## config.mk

```make
export PLATFORM = sky130hd
export DESIGN_NAME = polyphonic_voice_allocator_top
export DESIGN_NICKNAME = d
export VERILOG_FILES = /design/src/hw/rtl/pva_pkg.sv /design/src/hw/rtl/polyphonic_voice_allocator_top.sv /design/src/hw/rtl/pva_front.sv /design/src/hw/rtl/pva_cmd_fifo.sv /design/src/hw/rtl/pva_engine.sv
export VERILOG_INCLUDE_DIRS = /design/src /design/src/hw/rtl
export SDC_FILE = /design/constraint.sdc
export NUM_CORES = 1
export LEC_CHECK = 0
export BUFFER_PORTS_ARGS = -buffer_cell sky130_fd_sc_hd__buf_4
export CORE_UTILIZATION = 45
export CTS_BUF_LIST = sky130_fd_sc_hd__clkbuf_4 sky130_fd_sc_hd__clkbuf_8 sky130_fd_sc_hd__clkbuf_16
export DETAILED_ROUTE_END_ITERATION = 8
export PLACE_DENSITY = 0.66
export SLEW_MARGIN = 5
export SYNTH_ARGS = -nofsm -noshare
export SYNTH_HDL_FRONTEND = slang
export SYNTH_SLANG_ARGS = --single-unit
```

## constraint.sdc

```tcl
create_clock -name aclk -period 6.78 [get_ports aclk]
set_input_delay 0.678 -clock aclk [delete_from_list [all_inputs] [get_ports aclk]]
set_output_delay 0.678 -clock aclk [all_outputs]
set_load 0.02 [all_outputs]
```

## src/hw/rtl/assert_macros.svh

```systemverilog
// Assertion macros for the RTL of the voice allocator.
`ifndef ASSERT_MACROS_SVH
`define ASSERT_MACROS_SVH

`ifndef SYNTH
// Property must hold at every rising clock edge outside reset.
`define SVA_ASSERT(label, clk, rstn, prop, msg) \
    label: assert property (@(posedge clk) disable iff (!(rstn)) (prop)) else $error(msg);
// Expression must never be true outside reset.
`define SVA_NEVER(label, clk, rstn, expr, msg) \
    label: assert property (@(posedge clk) disable iff (!(rstn)) !(expr)) else $error(msg);
`else
`define SVA_ASSERT(label, clk, rstn, prop, msg)
`define SVA_NEVER(label, clk, rstn, expr, msg)
`endif

`endif

```

## src/hw/rtl/pva_pkg.sv

```systemverilog
// Shared types, codes and constants of the polyphonic voice allocator.
package pva_pkg;

    // Default slot count and command queue depth
    localparam int VOICE_COUNT_DEF = 16;
    localparam int CMD_QUEUE_DEPTH = 4;
    // Cap on results reported for one input
    localparam int MAX_RESULTS     = 16;

    // Field widths
    localparam int FUNC_W   = 3;
    localparam int NOTE_W   = 7;
    localparam int VEL_W    = 7;
    localparam int SLOT_W   = 4;
    localparam int ACTION_W = 3;
    localparam int COUNT_W  = 5;
    localparam int MODE_W   = 3;

    // Input function codes
    localparam logic [FUNC_W-1:0] FUNC_NOTE_ON    = 3'd0;
    localparam logic [FUNC_W-1:0] FUNC_NOTE_OFF   = 3'd1;
    localparam logic [FUNC_W-1:0] FUNC_PEDAL_DOWN = 3'd2;
    localparam logic [FUNC_W-1:0] FUNC_PEDAL_UP   = 3'd3;
    localparam logic [FUNC_W-1:0] FUNC_ALL_OFF    = 3'd4;
    localparam logic [FUNC_W-1:0] FUNC_FINISHED   = 3'd5;

    // Result action codes
    localparam logic [ACTION_W-1:0] ACT_FREED   = 3'd0;
    localparam logic [ACTION_W-1:0] ACT_START   = 3'd1;
    localparam logic [ACTION_W-1:0] ACT_RETRIG  = 3'd2;
    localparam logic [ACTION_W-1:0] ACT_STEAL   = 3'd3;
    localparam logic [ACTION_W-1:0] ACT_RELEASE = 3'd4;
    localparam logic [ACTION_W-1:0] ACT_HELD    = 3'd5;

    // Steal policy codes; other values fall back to oldest
    localparam logic [MODE_W-1:0] MODE_OLDEST   = 3'd0;
    localparam logic [MODE_W-1:0] MODE_LOWEST   = 3'd1;
    localparam logic [MODE_W-1:0] MODE_HIGHEST  = 3'd2;
    localparam logic [MODE_W-1:0] MODE_RROBIN   = 3'd3;
    localparam logic [MODE_W-1:0] MODE_QUIETEST = 3'd4;

    // Decoded command kinds
    typedef enum logic [2:0] {
        OP_NOTE_ON,
        OP_NOTE_OFF,
        OP_PEDAL_DOWN,
        OP_PEDAL_UP,
        OP_ALL_OFF,
        OP_FINISH
    } op_t;

    // One queued command
    typedef struct packed {
        op_t               op;
        logic [NOTE_W-1:0] note;
        logic [VEL_W-1:0]  vel;
        logic [SLOT_W-1:0] fin;
    } cmd_t;

endpackage

```

## src/hw/rtl/polyphonic_voice_allocator_top.sv

```systemverilog
// Top level of the polyphonic voice allocator: front end, command queue and slot engine.
//
// Commands enter through a decoding register and a four-entry queue, so a burst of
// inputs is taken while the slot engine works and while a result waits at the output.
// The engine reads the voice table through one port, one slot per clock: note on and a
// matching note off go through dequeue, scan, decide and report, a note off that
// matches nothing through all but the report; pedal up and all off sweep the slots up
// to the last one reported; voice finished is dequeued and reported, or only dequeued
// when the slot is already idle, and pedal down only dequeued; a stalled result channel
// holds the report and the sweep. Results of one input come out in slot order, at most
// sixteen of them, the final one marked by m_last. priority_mode may be written through
// the cfg channel only while the block is idle.
module polyphonic_voice_allocator_top import pva_pkg::*; #(
    parameter int VOICE_COUNT = VOICE_COUNT_DEF,
    parameter int QUEUE_DEPTH = CMD_QUEUE_DEPTH
) (
    input  logic                aclk,
    input  logic                aresetn,
    input  logic                cfg_valid,
    output logic                cfg_ready,
    input  logic [MODE_W-1:0]   cfg_data,
    input  logic                s_valid,
    output logic                s_ready,
    input  logic [FUNC_W-1:0]   s_func,
    input  logic [NOTE_W-1:0]   s_note_number,
    input  logic [VEL_W-1:0]    s_note_velocity,
    input  logic [SLOT_W-1:0]   s_finished_voice,
    output logic                m_valid,
    input  logic                m_ready,
    output logic [SLOT_W-1:0]   m_slot,
    output logic [ACTION_W-1:0] m_action,
    output logic [NOTE_W-1:0]   m_slot_note,
    output logic [VEL_W-1:0]    m_slot_velocity,
    output logic [COUNT_W-1:0]  m_active_count,
    output logic                m_last
);

    logic push_valid;
    logic push_ready;
    cmd_t push_cmd;
    logic pop_valid;
    logic pop_ready;
    cmd_t pop_cmd;

    pva_front u_front (
        .aclk             (aclk),
        .aresetn          (aresetn),
        .s_valid          (s_valid),
        .s_ready          (s_ready),
        .s_func           (s_func),
        .s_note_number    (s_note_number),
        .s_note_velocity  (s_note_velocity),
        .s_finished_voice (s_finished_voice),
        .push_valid       (push_valid),
        .push_ready       (push_ready),
        .push_cmd         (push_cmd)
    );

    pva_cmd_fifo #(
        .DEPTH (QUEUE_DEPTH)
    ) u_queue (
        .aclk       (aclk),
        .aresetn    (aresetn),
        .push_valid (push_valid),
        .push_ready (push_ready),
        .push_cmd   (push_cmd),
        .pop_valid  (pop_valid),
        .pop_ready  (pop_ready),
        .pop_cmd    (pop_cmd)
    );

    pva_engine #(
        .VOICE_COUNT (VOICE_COUNT)
    ) u_engine (
        .aclk            (aclk),
        .aresetn         (aresetn),
        .cfg_valid       (cfg_valid),
        .cfg_ready       (cfg_ready),
        .cfg_data        (cfg_data),
        .q_valid         (pop_valid),
        .q_ready         (pop_ready),
        .q_cmd           (pop_cmd),
        .m_valid         (m_valid),
        .m_ready         (m_ready),
        .m_slot          (m_slot),
        .m_action        (m_action),
        .m_slot_note     (m_slot_note),
        .m_slot_velocity (m_slot_velocity),
        .m_active_count  (m_active_count),
        .m_last          (m_last)
    );

endmodule

```

## src/hw/rtl/pva_front.sv

```systemverilog
// Front end: accepts input beats, decodes the function and drops unused codes.
module pva_front import pva_pkg::*; (
    input  logic              aclk,
    input  logic              aresetn,
    input  logic              s_valid,
    output logic              s_ready,
    input  logic [FUNC_W-1:0] s_func,
    input  logic [NOTE_W-1:0] s_note_number,
    input  logic [VEL_W-1:0]  s_note_velocity,
    input  logic [SLOT_W-1:0] s_finished_voice,
    output logic              push_valid,
    input  logic              push_ready,
    output cmd_t              push_cmd
);

    logic valid_reg;
    logic valid_next;
    cmd_t cmd_reg;
    logic dec_known;
    op_t  dec_op;
    logic accept;

    // Classify the function code
    always_comb begin
        dec_known = 1'b1;
        dec_op    = OP_NOTE_ON;
        case (s_func)
            FUNC_NOTE_ON:    dec_op = OP_NOTE_ON;
            FUNC_NOTE_OFF:   dec_op = OP_NOTE_OFF;
            FUNC_PEDAL_DOWN: dec_op = OP_PEDAL_DOWN;
            FUNC_PEDAL_UP:   dec_op = OP_PEDAL_UP;
            FUNC_ALL_OFF:    dec_op = OP_ALL_OFF;
            FUNC_FINISHED:   dec_op = OP_FINISH;
            default:         dec_known = 1'b0;
        endcase
    end

    assign s_ready    = !valid_reg || push_ready;
    assign accept     = s_valid && s_ready;
    assign push_valid = valid_reg;
    assign push_cmd   = cmd_reg;

    // Hold a decoded beat until the queue takes it; unused codes vanish here
    always_comb begin
        if (accept && dec_known) begin
            valid_next = 1'b1;
        end else if (push_ready) begin
            valid_next = 1'b0;
        end else begin
            valid_next = valid_reg;
        end
    end

    always_ff @(posedge aclk) begin
        if (!aresetn) begin
            valid_reg <= 1'b0;
        end else begin
            valid_reg <= valid_next;
        end
    end

    always_ff @(posedge aclk) begin
        if (accept && dec_known) begin
            cmd_reg.op   <= dec_op;
            cmd_reg.note <= s_note_number;
            cmd_reg.vel  <= s_note_velocity;
            cmd_reg.fin  <= s_finished_voice;
        end
    end

endmodule

```

## src/hw/rtl/pva_cmd_fifo.sv

```systemverilog
// Short command queue between the front end and the slot engine.
module pva_cmd_fifo import pva_pkg::*; #(
    parameter int DEPTH = CMD_QUEUE_DEPTH
) (
    input  logic aclk,
    input  logic aresetn,
    input  logic push_valid,
    output logic push_ready,
    input  cmd_t push_cmd,
    output logic pop_valid,
    input  logic pop_ready,
    output cmd_t pop_cmd
);

    localparam int PTR_W = (DEPTH > 1) ? $clog2(DEPTH) : 1;
    localparam int CNT_W = $clog2(DEPTH + 1);

    cmd_t             mem [DEPTH];
    logic [PTR_W-1:0] wr_ptr_reg;
    logic [PTR_W-1:0] rd_ptr_reg;
    logic [CNT_W-1:0] count_reg;
    logic             do_push;
    logic             do_pop;

    assign push_ready = (count_reg != CNT_W'(DEPTH));
    assign pop_valid  = (count_reg != '0);
    assign do_push    = push_valid && push_ready;
    assign do_pop     = pop_valid && pop_ready;
    assign pop_cmd    = mem[rd_ptr_reg];

    // Advance pointers and occupancy
    always_ff @(posedge aclk) begin
        if (!aresetn) begin
            wr_ptr_reg <= '0;
            rd_ptr_reg <= '0;
            count_reg  <= '0;
        end else begin
            if (do_push) begin
                wr_ptr_reg <= (wr_ptr_reg == PTR_W'(DEPTH - 1)) ? '0 : wr_ptr_reg + PTR_W'(1);
            end
            if (do_pop) begin
                rd_ptr_reg <= (rd_ptr_reg == PTR_W'(DEPTH - 1)) ? '0 : rd_ptr_reg + PTR_W'(1);
            end
            if (do_push && !do_pop) begin
                count_reg <= count_reg + CNT_W'(1);
            end else if (do_pop && !do_push) begin
                count_reg <= count_reg - CNT_W'(1);
            end
        end
    end

    // Store entries
    always_ff @(posedge aclk) begin
        if (do_push) begin
            mem[wr_ptr_reg] <= push_cmd;
        end
    end

endmodule

```

## src/hw/rtl/pva_engine.sv

```systemverilog
// Slot engine: owns the voice table, scans it for note on and note off and emits result beats.
`include "assert_macros.svh"

module pva_engine import pva_pkg::*; #(
    parameter int VOICE_COUNT = VOICE_COUNT_DEF
) (
    input  logic                aclk,
    input  logic                aresetn,
    input  logic                cfg_valid,
    output logic                cfg_ready,
    input  logic [MODE_W-1:0]   cfg_data,
    input  logic                q_valid,
    output logic                q_ready,
    input  cmd_t                q_cmd,
    output logic                m_valid,
    input  logic                m_ready,
    output logic [SLOT_W-1:0]   m_slot,
    output logic [ACTION_W-1:0] m_action,
    output logic [NOTE_W-1:0]   m_slot_note,
    output logic [VEL_W-1:0]    m_slot_velocity,
    output logic [COUNT_W-1:0]  m_active_count,
    output logic                m_last
);

    localparam int IDX_W = $clog2(VOICE_COUNT);
    localparam int CNT_W = $clog2(VOICE_COUNT + 1);
    localparam int RC_W  = $clog2(MAX_RESULTS + 1);

    typedef enum logic [2:0] {
        ST_IDLE,
        ST_SCAN,
        ST_DECIDE,
        ST_EMIT,
        ST_SWEEP
    } state_t;

    function automatic logic better(input logic [NOTE_W-1:0] v, input logic [NOTE_W-1:0] b,
                                    input logic low);
        return low ? (v < b) : (v > b);
    endfunction

    state_t                 state_reg;
    cmd_t                   cmd_reg;
    logic [MODE_W-1:0]      mode_reg;
    logic [VOICE_COUNT-1:0] active_reg;
    logic [VOICE_COUNT-1:0] rel_reg;
    logic [VOICE_COUNT-1:0] held_reg;
    logic [NOTE_W-1:0]      note_mem [VOICE_COUNT];
    logic [VEL_W-1:0]       vel_mem  [VOICE_COUNT];
    logic [IDX_W-1:0]       rotate_reg;
    logic                   pedal_reg;
    logic [CNT_W-1:0]       count_reg;
    logic [IDX_W-1:0]       idx_reg;
    logic [VOICE_COUNT-1:0] mask_reg;
    logic [RC_W-1:0]        rcount_reg;
    logic [ACTION_W-1:0]    res_action_reg;

    // Scan trackers
    logic                   match_found_reg;
    logic [IDX_W-1:0]       match_idx_reg;
    logic                   free_found_reg;
    logic [IDX_W-1:0]       free_idx_reg;
    logic                   rel_found_reg;
    logic [IDX_W-1:0]       rel_idx_reg;
    logic                   rot_found_reg;
    logic [IDX_W-1:0]       rot_idx_reg;
    logic                   xrel_found_reg;
    logic [IDX_W-1:0]       xrel_idx_reg;
    logic [NOTE_W-1:0]      xrel_val_reg;
    logic                   xall_found_reg;
    logic [IDX_W-1:0]       xall_idx_reg;
    logic [NOTE_W-1:0]      xall_val_reg;

    // Output register
    logic                   m_valid_reg;
    logic [SLOT_W-1:0]      m_slot_reg;
    logic [ACTION_W-1:0]    m_action_reg;
    logic [NOTE_W-1:0]      m_note_reg;
    logic [VEL_W-1:0]       m_vel_reg;
    logic [COUNT_W-1:0]     m_count_reg;
    logic                   m_last_reg;

    logic [NOTE_W-1:0]      rd_note;
    logic [VEL_W-1:0]       rd_vel;
    logic                   rd_act;
    logic                   rd_rel;
    logic [NOTE_W-1:0]      ext_val;
    logic                   want_low;
    logic                   scan_last;
    logic                   fin_ok;
    logic [IDX_W-1:0]       fin_idx;
    logic [VOICE_COUNT-1:0] sweep_mask;
    logic [VOICE_COUNT-1:0] mask_clr;
    logic                   sweep_last;
    logic                   out_free;
    logic                   emit_fire;
    logic [ACTION_W-1:0]    emit_action;
    logic                   emit_last;
    logic [COUNT_W-1:0]     count_sat;
    logic [IDX_W-1:0]       victim;
    logic [IDX_W-1:0]       target;
    logic [ACTION_W-1:0]    target_action;
    logic                   wr_en;

    assign cfg_ready = 1'b1;
    assign q_ready   = (state_reg == ST_IDLE);

    // Single read port at the scan or report index
    assign rd_note   = note_mem[idx_reg];
    assign rd_vel    = vel_mem[idx_reg];
    assign rd_act    = active_reg[idx_reg];
    assign rd_rel    = rel_reg[idx_reg];
    assign want_low  = (mode_reg != MODE_HIGHEST);
    assign ext_val   = (mode_reg == MODE_QUIETEST) ? rd_vel : rd_note;
    assign scan_last = (idx_reg == IDX_W'(VOICE_COUNT - 1));

    // Voice-finished range check
    assign fin_ok  = (32'(q_cmd.fin) < 32'(VOICE_COUNT));
    assign fin_idx = IDX_W'(q_cmd.fin);

    assign sweep_mask = (q_cmd.op == OP_ALL_OFF) ? active_reg : (active_reg & held_reg);

    // Sweep bookkeeping: last on the final set bit or on the result cap
    always_comb begin
        mask_clr          = mask_reg;
        mask_clr[idx_reg] = 1'b0;
    end
    assign sweep_last = (mask_clr == '0) || (rcount_reg == RC_W'(MAX_RESULTS - 1));

    // Result emission
    assign out_free    = !m_valid_reg || m_ready;
    assign emit_fire   = out_free && ((state_reg == ST_EMIT) ||
                                      ((state_reg == ST_SWEEP) && mask_reg[idx_reg]));
    assign emit_action = (state_reg == ST_EMIT) ? res_action_reg : ACT_RELEASE;
    assign emit_last   = (state_reg == ST_EMIT) ? 1'b1 : sweep_last;
    assign count_sat   = (32'(count_reg) > 32'd31) ? COUNT_W'(31) : COUNT_W'(count_reg);

    // Steal victim by policy; every policy prefers a releasing slot
    always_comb begin
        case (mode_reg)
            MODE_LOWEST, MODE_HIGHEST: begin
                victim = xrel_found_reg ? xrel_idx_reg :
                         (xall_found_reg ? xall_idx_reg : '0);
            end
            MODE_RROBIN: begin
                victim = rot_found_reg ? rot_idx_reg :
                         (rel_found_reg ? rel_idx_reg : rotate_reg);
            end
            MODE_QUIETEST: begin
                victim = rel_found_reg ? rel_idx_reg :
                         (xall_found_reg ? xall_idx_reg : '0);
            end
            default: begin
                victim = rel_found_reg ? rel_idx_reg : '0;
            end
        endcase
    end

    // Note-on target: retrigger, then first free, then steal
    always_comb begin
        if (match_found_reg) begin
            target        = match_idx_reg;
            target_action = ACT_RETRIG;
        end else if (free_found_reg) begin
            target        = free_idx_reg;
            target_action = ACT_START;
        end else begin
            target        = victim;
            target_action = ACT_STEAL;
        end
    end

    assign wr_en = (state_reg == ST_DECIDE) && (cmd_reg.op == OP_NOTE_ON);

    // Sequencer, slot flags and output register
    always_ff @(posedge aclk) begin
        if (!aresetn) begin
            state_reg       <= ST_IDLE;
            mode_reg        <= MODE_OLDEST;
            active_reg      <= '0;
            rel_reg         <= '0;
            held_reg        <= '0;
            rotate_reg      <= '0;
            pedal_reg       <= 1'b0;
            count_reg       <= '0;
            idx_reg         <= '0;
            mask_reg        <= '0;
            rcount_reg      <= '0;
            match_found_reg <= 1'b0;
            free_found_reg  <= 1'b0;
            rel_found_reg   <= 1'b0;
            rot_found_reg   <= 1'b0;
            xrel_found_reg  <= 1'b0;
            xall_found_reg  <= 1'b0;
            m_valid_reg     <= 1'b0;
        end else begin
            if (cfg_valid) begin
                mode_reg <= cfg_data;
            end

            // Load the output register on emission, drop it once taken
            if (emit_fire) begin
                m_valid_reg  <= 1'b1;
                m_slot_reg   <= SLOT_W'(idx_reg);
                m_action_reg <= emit_action;
                m_note_reg   <= rd_note;
                m_vel_reg    <= rd_vel;
                m_count_reg  <= count_sat;
                m_last_reg   <= emit_last;
            end else if (m_ready) begin
                m_valid_reg <= 1'b0;
            end

            case (state_reg)
                ST_IDLE: begin
                    if (q_valid) begin
                        case (q_cmd.op)
                            OP_NOTE_ON, OP_NOTE_OFF: begin
                                cmd_reg         <= q_cmd;
                                idx_reg         <= '0;
                                match_found_reg <= 1'b0;
                                free_found_reg  <= 1'b0;
                                rel_found_reg   <= 1'b0;
                                rot_found_reg   <= 1'b0;
                                xrel_found_reg  <= 1'b0;
                                xall_found_reg  <= 1'b0;
                                state_reg       <= ST_SCAN;
                            end
                            OP_PEDAL_DOWN: begin
                                pedal_reg <= 1'b1;
                            end
                            OP_PEDAL_UP, OP_ALL_OFF: begin
                                pedal_reg <= 1'b0;
                                if (sweep_mask != '0) begin
                                    rel_reg    <= rel_reg | sweep_mask;
                                    held_reg   <= held_reg & ~sweep_mask;
                                    mask_reg   <= sweep_mask;
                                    idx_reg    <= '0;
                                    rcount_reg <= '0;
                                    state_reg  <= ST_SWEEP;
                                end
                            end
                            OP_FINISH: begin
                                if (fin_ok && active_reg[fin_idx]) begin
                                    active_reg[fin_idx] <= 1'b0;
                                    rel_reg[fin_idx]    <= 1'b0;
                                    held_reg[fin_idx]   <= 1'b0;
                                    count_reg           <= count_reg - CNT_W'(1);
                                    idx_reg             <= fin_idx;
                                    res_action_reg      <= ACT_FREED;
                                    state_reg           <= ST_EMIT;
                                end
                            end
                            default: ;
                        endcase
                    end
                end

                // Visit one slot per cycle and update every tracker
                ST_SCAN: begin
                    if (rd_act && (rd_note == cmd_reg.note) && !match_found_reg) begin
                        match_found_reg <= 1'b1;
                        match_idx_reg   <= idx_reg;
                    end
                    if (!rd_act && !free_found_reg) begin
                        free_found_reg <= 1'b1;
                        free_idx_reg   <= idx_reg;
                    end
                    if (rd_act && rd_rel && !rel_found_reg) begin
                        rel_found_reg <= 1'b1;
                        rel_idx_reg   <= idx_reg;
                    end
                    if (rd_act && rd_rel && (idx_reg >= rotate_reg) && !rot_found_reg) begin
                        rot_found_reg <= 1'b1;
                        rot_idx_reg   <= idx_reg;
                    end
                    if (rd_act && rd_rel &&
                        (!xrel_found_reg || better(ext_val, xrel_val_reg, want_low))) begin
                        xrel_found_reg <= 1'b1;
                        xrel_idx_reg   <= idx_reg;
                        xrel_val_reg   <= ext_val;
                    end
                    if (rd_act &&
                        (!xall_found_reg || better(ext_val, xall_val_reg, want_low))) begin
                        xall_found_reg <= 1'b1;
                        xall_idx_reg   <= idx_reg;
                        xall_val_reg   <= ext_val;
                    end
                    if (scan_last) begin
                        state_reg <= ST_DECIDE;
                    end else begin
                        idx_reg <= idx_reg + IDX_W'(1);
                    end
                end

                // Apply the note-on or note-off outcome
                ST_DECIDE: begin
                    if (cmd_reg.op == OP_NOTE_ON) begin
                        active_reg[target] <= 1'b1;
                        rel_reg[target]    <= 1'b0;
                        held_reg[target]   <= 1'b0;
                        idx_reg            <= target;
                        res_action_reg     <= target_action;
                        if (target_action == ACT_START) begin
                            count_reg <= count_reg + CNT_W'(1);
                        end
                        if ((target_action == ACT_STEAL) && (mode_reg == MODE_RROBIN)) begin
                            rotate_reg <= (victim == IDX_W'(VOICE_COUNT - 1)) ? '0 :
                                          victim + IDX_W'(1);
                        end
                        state_reg <= ST_EMIT;
                    end else if (match_found_reg) begin
                        idx_reg <= match_idx_reg;
                        if (pedal_reg) begin
                            held_reg[match_idx_reg] <= 1'b1;
                            res_action_reg          <= ACT_HELD;
                        end else begin
                            rel_reg[match_idx_reg]  <= 1'b1;
                            held_reg[match_idx_reg] <= 1'b0;
                            res_action_reg          <= ACT_RELEASE;
                        end
                        state_reg <= ST_EMIT;
                    end else begin
                        state_reg <= ST_IDLE;
                    end
                end

                ST_EMIT: begin
                    if (emit_fire) begin
                        state_reg <= ST_IDLE;
                    end
                end

                // Report released slots in index order
                ST_SWEEP: begin
                    if (!mask_reg[idx_reg]) begin
                        idx_reg <= idx_reg + IDX_W'(1);
                    end else if (emit_fire) begin
                        if (sweep_last) begin
                            state_reg <= ST_IDLE;
                        end else begin
                            mask_reg   <= mask_clr;
                            rcount_reg <= rcount_reg + RC_W'(1);
                            idx_reg    <= idx_reg + IDX_W'(1);
                        end
                    end
                end

                default: state_reg <= ST_IDLE;
            endcase
        end
    end

    // Note and velocity stores
    always_ff @(posedge aclk) begin
        if (wr_en) begin
            note_mem[target] <= cmd_reg.note;
            vel_mem[target]  <= cmd_reg.vel;
        end
    end

    assign m_valid         = m_valid_reg;
    assign m_slot          = m_slot_reg;
    assign m_action        = m_action_reg;
    assign m_slot_note     = m_note_reg;
    assign m_slot_velocity = m_vel_reg;
    assign m_active_count  = m_count_reg;
    assign m_last          = m_last_reg;

    `SVA_ASSERT(a_count_tracks, aclk, aresetn, count_reg == $countones(active_reg), "active count out of step with active flags")
    `SVA_NEVER(a_held_active, aclk, aresetn, (held_reg & ~active_reg) != '0, "held flag on an inactive slot")
    `SVA_NEVER(a_rel_active, aclk, aresetn, (rel_reg & ~active_reg) != '0, "releasing flag on an inactive slot")
    `SVA_ASSERT(a_sweep_mask, aclk, aresetn, (state_reg == ST_SWEEP) |-> (mask_reg != '0), "sweep with no slot left to report")
    `SVA_ASSERT(a_last_idle, aclk, aresetn, (emit_fire && emit_last) |=> (state_reg == ST_IDLE), "engine busy after the final result")

endmodule

```

==> flow_metrics.env <==
export IMPL_post_cts_buffers=0
export IMPL_synth_cells=1588
export IMPL_switching_share=0.295
export IMPL_ant_nets=0
export IMPL_track_usage=0.227
export IMPL_ioPinCount=59
export IMPL_outcome="finished with violations"
export IMPL_cts_sinks=524
export IMPL_htree_levels=2
export IMPL_crit_type="reg2reg"
export IMPL_max_freq_mhz=199
export IMPL_synth_distinct_cells=77
export IMPL_drt_wl_total_mm=58.0
export IMPL_hold_viol_final=0
export IMPL_core_area_um2=50100
export IMPL_die_y_um=227
export IMPL_syn_area_per_cell_um2=14.3
export IMPL_pwr_share_seq=0.452
export IMPL_p_comb_frac=0.200
export IMPL_grt_pass1_wl_mm=87.1
export IMPL_cp_required_ns=7.02
export IMPL_cts_tree="built"
export IMPL_setup_viol=0
export IMPL_clock_root_buffer="clkbuf_16"
export IMPL_syn_area_um2=22800
export IMPL_path_max_fanout=37
export IMPL_total_power_mw=8.56
export IMPL_p_clk_frac=0.349
export IMPL_power_internal_mw=6.03
export IMPL_drive_above_1_share=0.211
export IMPL_final_util=0.516
export IMPL_fin_ws_ns=1.75
export IMPL_clk_latency_ns=0.63
export IMPL_r2r_slack_ns=1.75
export IMPL_antenna_found_initial=0
export IMPL_power_switching_mw=2.52
export IMPL_post_route_period_util=0.741
export IMPL_cts_resized=0
export IMPL_buffer_ports_inserted=57
export IMPL_synth_nets=1653
export IMPL_drc=2
export IMPL_finalMaxSlewViolations=0
export IMPL_reg_top3="u_engine.note_mem: 112 flops, u_engine.vel_mem: 112 flops, u_queue.mem: 84 flops"
export IMPL_grt_max_degree=54
export IMPL_dp_slack_ns=1.68
export IMPL_end_kind="register"
export IMPL_start_util=0.455
export IMPL_rr_worst_depth=10
export IMPL_drv_cap=0
export IMPL_period_minus_slack_ns=5.03
export IMPL_dp_hpwl_mm=36.7
export IMPL_finClkSkew_ns=0.0388
export IMPL_dieArea_um2=51500
export IMPL_cellLeakagePower_nw=8.45
export IMPL_fin_nets=1714
export IMPL_cp_endpoint="u_engine.xrel_val_reg[6]"
export IMPL_rows=82
export IMPL_grt_ovfl_total=0
export IMPL_cts_buffers=53
export IMPL_die_w_um=227
export IMPL_violations="DRC"
export IMPL_first_global_vias=14100
export IMPL_relSlewSlack=0.208
export IMPL_p_per_area_nw_per_um2=331
export IMPL_initialDrtViolationCount=1567
export IMPL_synth_edf_count=414
export IMPL_cts_buffer_depth=3
export IMPL_path_clk_slew_ns=0.06
export IMPL_ys_warn_count=0
export IMPL_r2r_end="u_engine.xrel_val_reg[6]"
export IMPL_async_reset_ff_frac=0
export IMPL_yosysSeqAreaShare=0.642
export IMPL_first_pass_iters=8
export IMPL_whs_ns=0.242
export IMPL_vdd_drop_max_v=0.000240
export IMPL_num_vias=14500
export IMPL_rsz0062_at_grt="false"
export IMPL_antenna_cells=0
export IMPL_setup_tns_ns=0
export IMPL_place_congestion=0.998
export IMPL_start_kind="register"
export IMPL_ys_ff_latch=524
export IMPL_synthFlopType="edfxtp_1"
export IMPL_post_drt_via_cell_ratio=6.11
export IMPL_hold_buffers=0
export IMPL_min_path_type="in2reg"
export IMPL_area_delta_synth_final_pct=13.3
export IMPL_wl_per_cell_um=24.5
export IMPL_arrival_ns=5.26
export IMPL_tightest_slew_ns=1.18
[synthesized netlist by cell type (12+ instances only)]
master / count / area, um^2
a21oi_1: 77 / 385
and2_1: 15 / 93.8
buf_2: 12 / 60.1
clkbuf_1: 71 / 267
dfxtp_1: 110 / 2200
edfxtp_1: 414 / 12400
ha_1: 34 / 425
inv_1: 36 / 135
mux2i_1: 13 / 130
mux4_2: 105 / 2360
nand2_1: 95 / 357
nand2b_1: 17 / 106
nand3_1: 27 / 135
nand3b_1: 13 / 97.6
nor2_1: 120 / 450
nor2b_1: 19 / 119
nor3_1: 33 / 165
o211ai_1: 14 / 105
o21a_1: 15 / 113
o21ai_0: 97 / 485
o31ai_1: 14 / 105
xnor2_1: 12 / 105
[how the worst min path moves through the flow]
stage / from / end / slack, ns / cells after the start
after floorplan: u_engine.count_reg[4] / u_engine.m_active_count[4] / 0.43 / 0
after global placement: u_engine.count_reg[4] / u_engine.m_active_count[4] / 0.44 / 0
after detailed placement: u_engine.rcount_reg[4] / u_engine.rcount_reg[4] / 0.44 / 2
after CTS: s_note_number[5] / u_front.push_cmd[16] / 0.20 / 1
after global routing: s_note_velocity[1] / u_front.push_cmd[5] / 0.21 / 1
final: s_note_number[5] / u_front.push_cmd[16] / 0.24 / 1
[worst max-delay path: stages, from the launching register on]
cell and delay [ns]:
dfxtp_2 1.00, buf_4 0.45, mux4_2 0.36, mux4_2 0.52
mux2_2 0.33, ha_1 0.30, nand4_1 0.10, o21ai_0 0.18
nor2_1 0.07, or3_1 0.34, a31oi_1 0.94
[layer usage]
layer / wire, um / vias to the layer above / track usage
li1: - / 6343 / -
met1: 24400 / 7214 / 0.320
met2: 26700 / 770 / 0.353
met3: 5460 / 126 / 0.0518
met4: 1500 / 0 / 0.0706
met5: 0 / - / 0
[power by group through the flow]
stage / Sequential (mW) / Clock [mW] / Combinational, mW
floorplan: 3.80 / 0 / 1.26
global placement: 3.92 / 0 / 1.64
detailed placement: 3.93 / 0 / 1.66
CTS: 3.87 / 3.03 / 1.67
global route: 3.89 / 3.15 / 1.82
finish: 3.86 / 2.99 / 1.71
[layout make-up]
cell class | instances | area, um^2
timing repair buffer | 101 | 758
fill | 4193 | 24200
inverter | 37 | 139
multi-input combinational | 932 | 7650
clock inverter | 26 | 299
sequential | 524 | 14600
clock buffer | 73 | 1490
tap | 672 | 841
[logic make-up after synthesis]
group                    synth area share
buffers and inverters              0.0242
flip-flops                          0.642
XOR/XNOR                          0.00692
AO/OA/AOI/OAI                       0.102
adder cells (fa/ha/maj)            0.0204
multiplexers                        0.120
AND/OR/NAND/NOR                    0.0837
other                            0.000165
[cells in the final DEF (no fill, tap or decap), drive strengths merged, types with 14 or more instances in the layout]
master,count
buf,101
mux4,111
o31ai,14
o21ai,106
nand3,27
o211ai,14
nor3,34
dfxtp,110
nor2b,19
inv,38
clkinv,19
clkbuf,73
o21a,15
ha,34
a21oi,78
nand2,96
nor2,120
and2,17
nand2b,17
edfxtp,414
[through the flow]
step | cell area, um^2 | std cells
after floorplan | 22800 | 1588
after global placement | 24000 | 2266
after detailed placement | 24000 | 2266
after CTS | 25800 | 2365
after global routing | 25800 | 2365
final | 25800 | 2365
(Power assumes the default switching activity.)
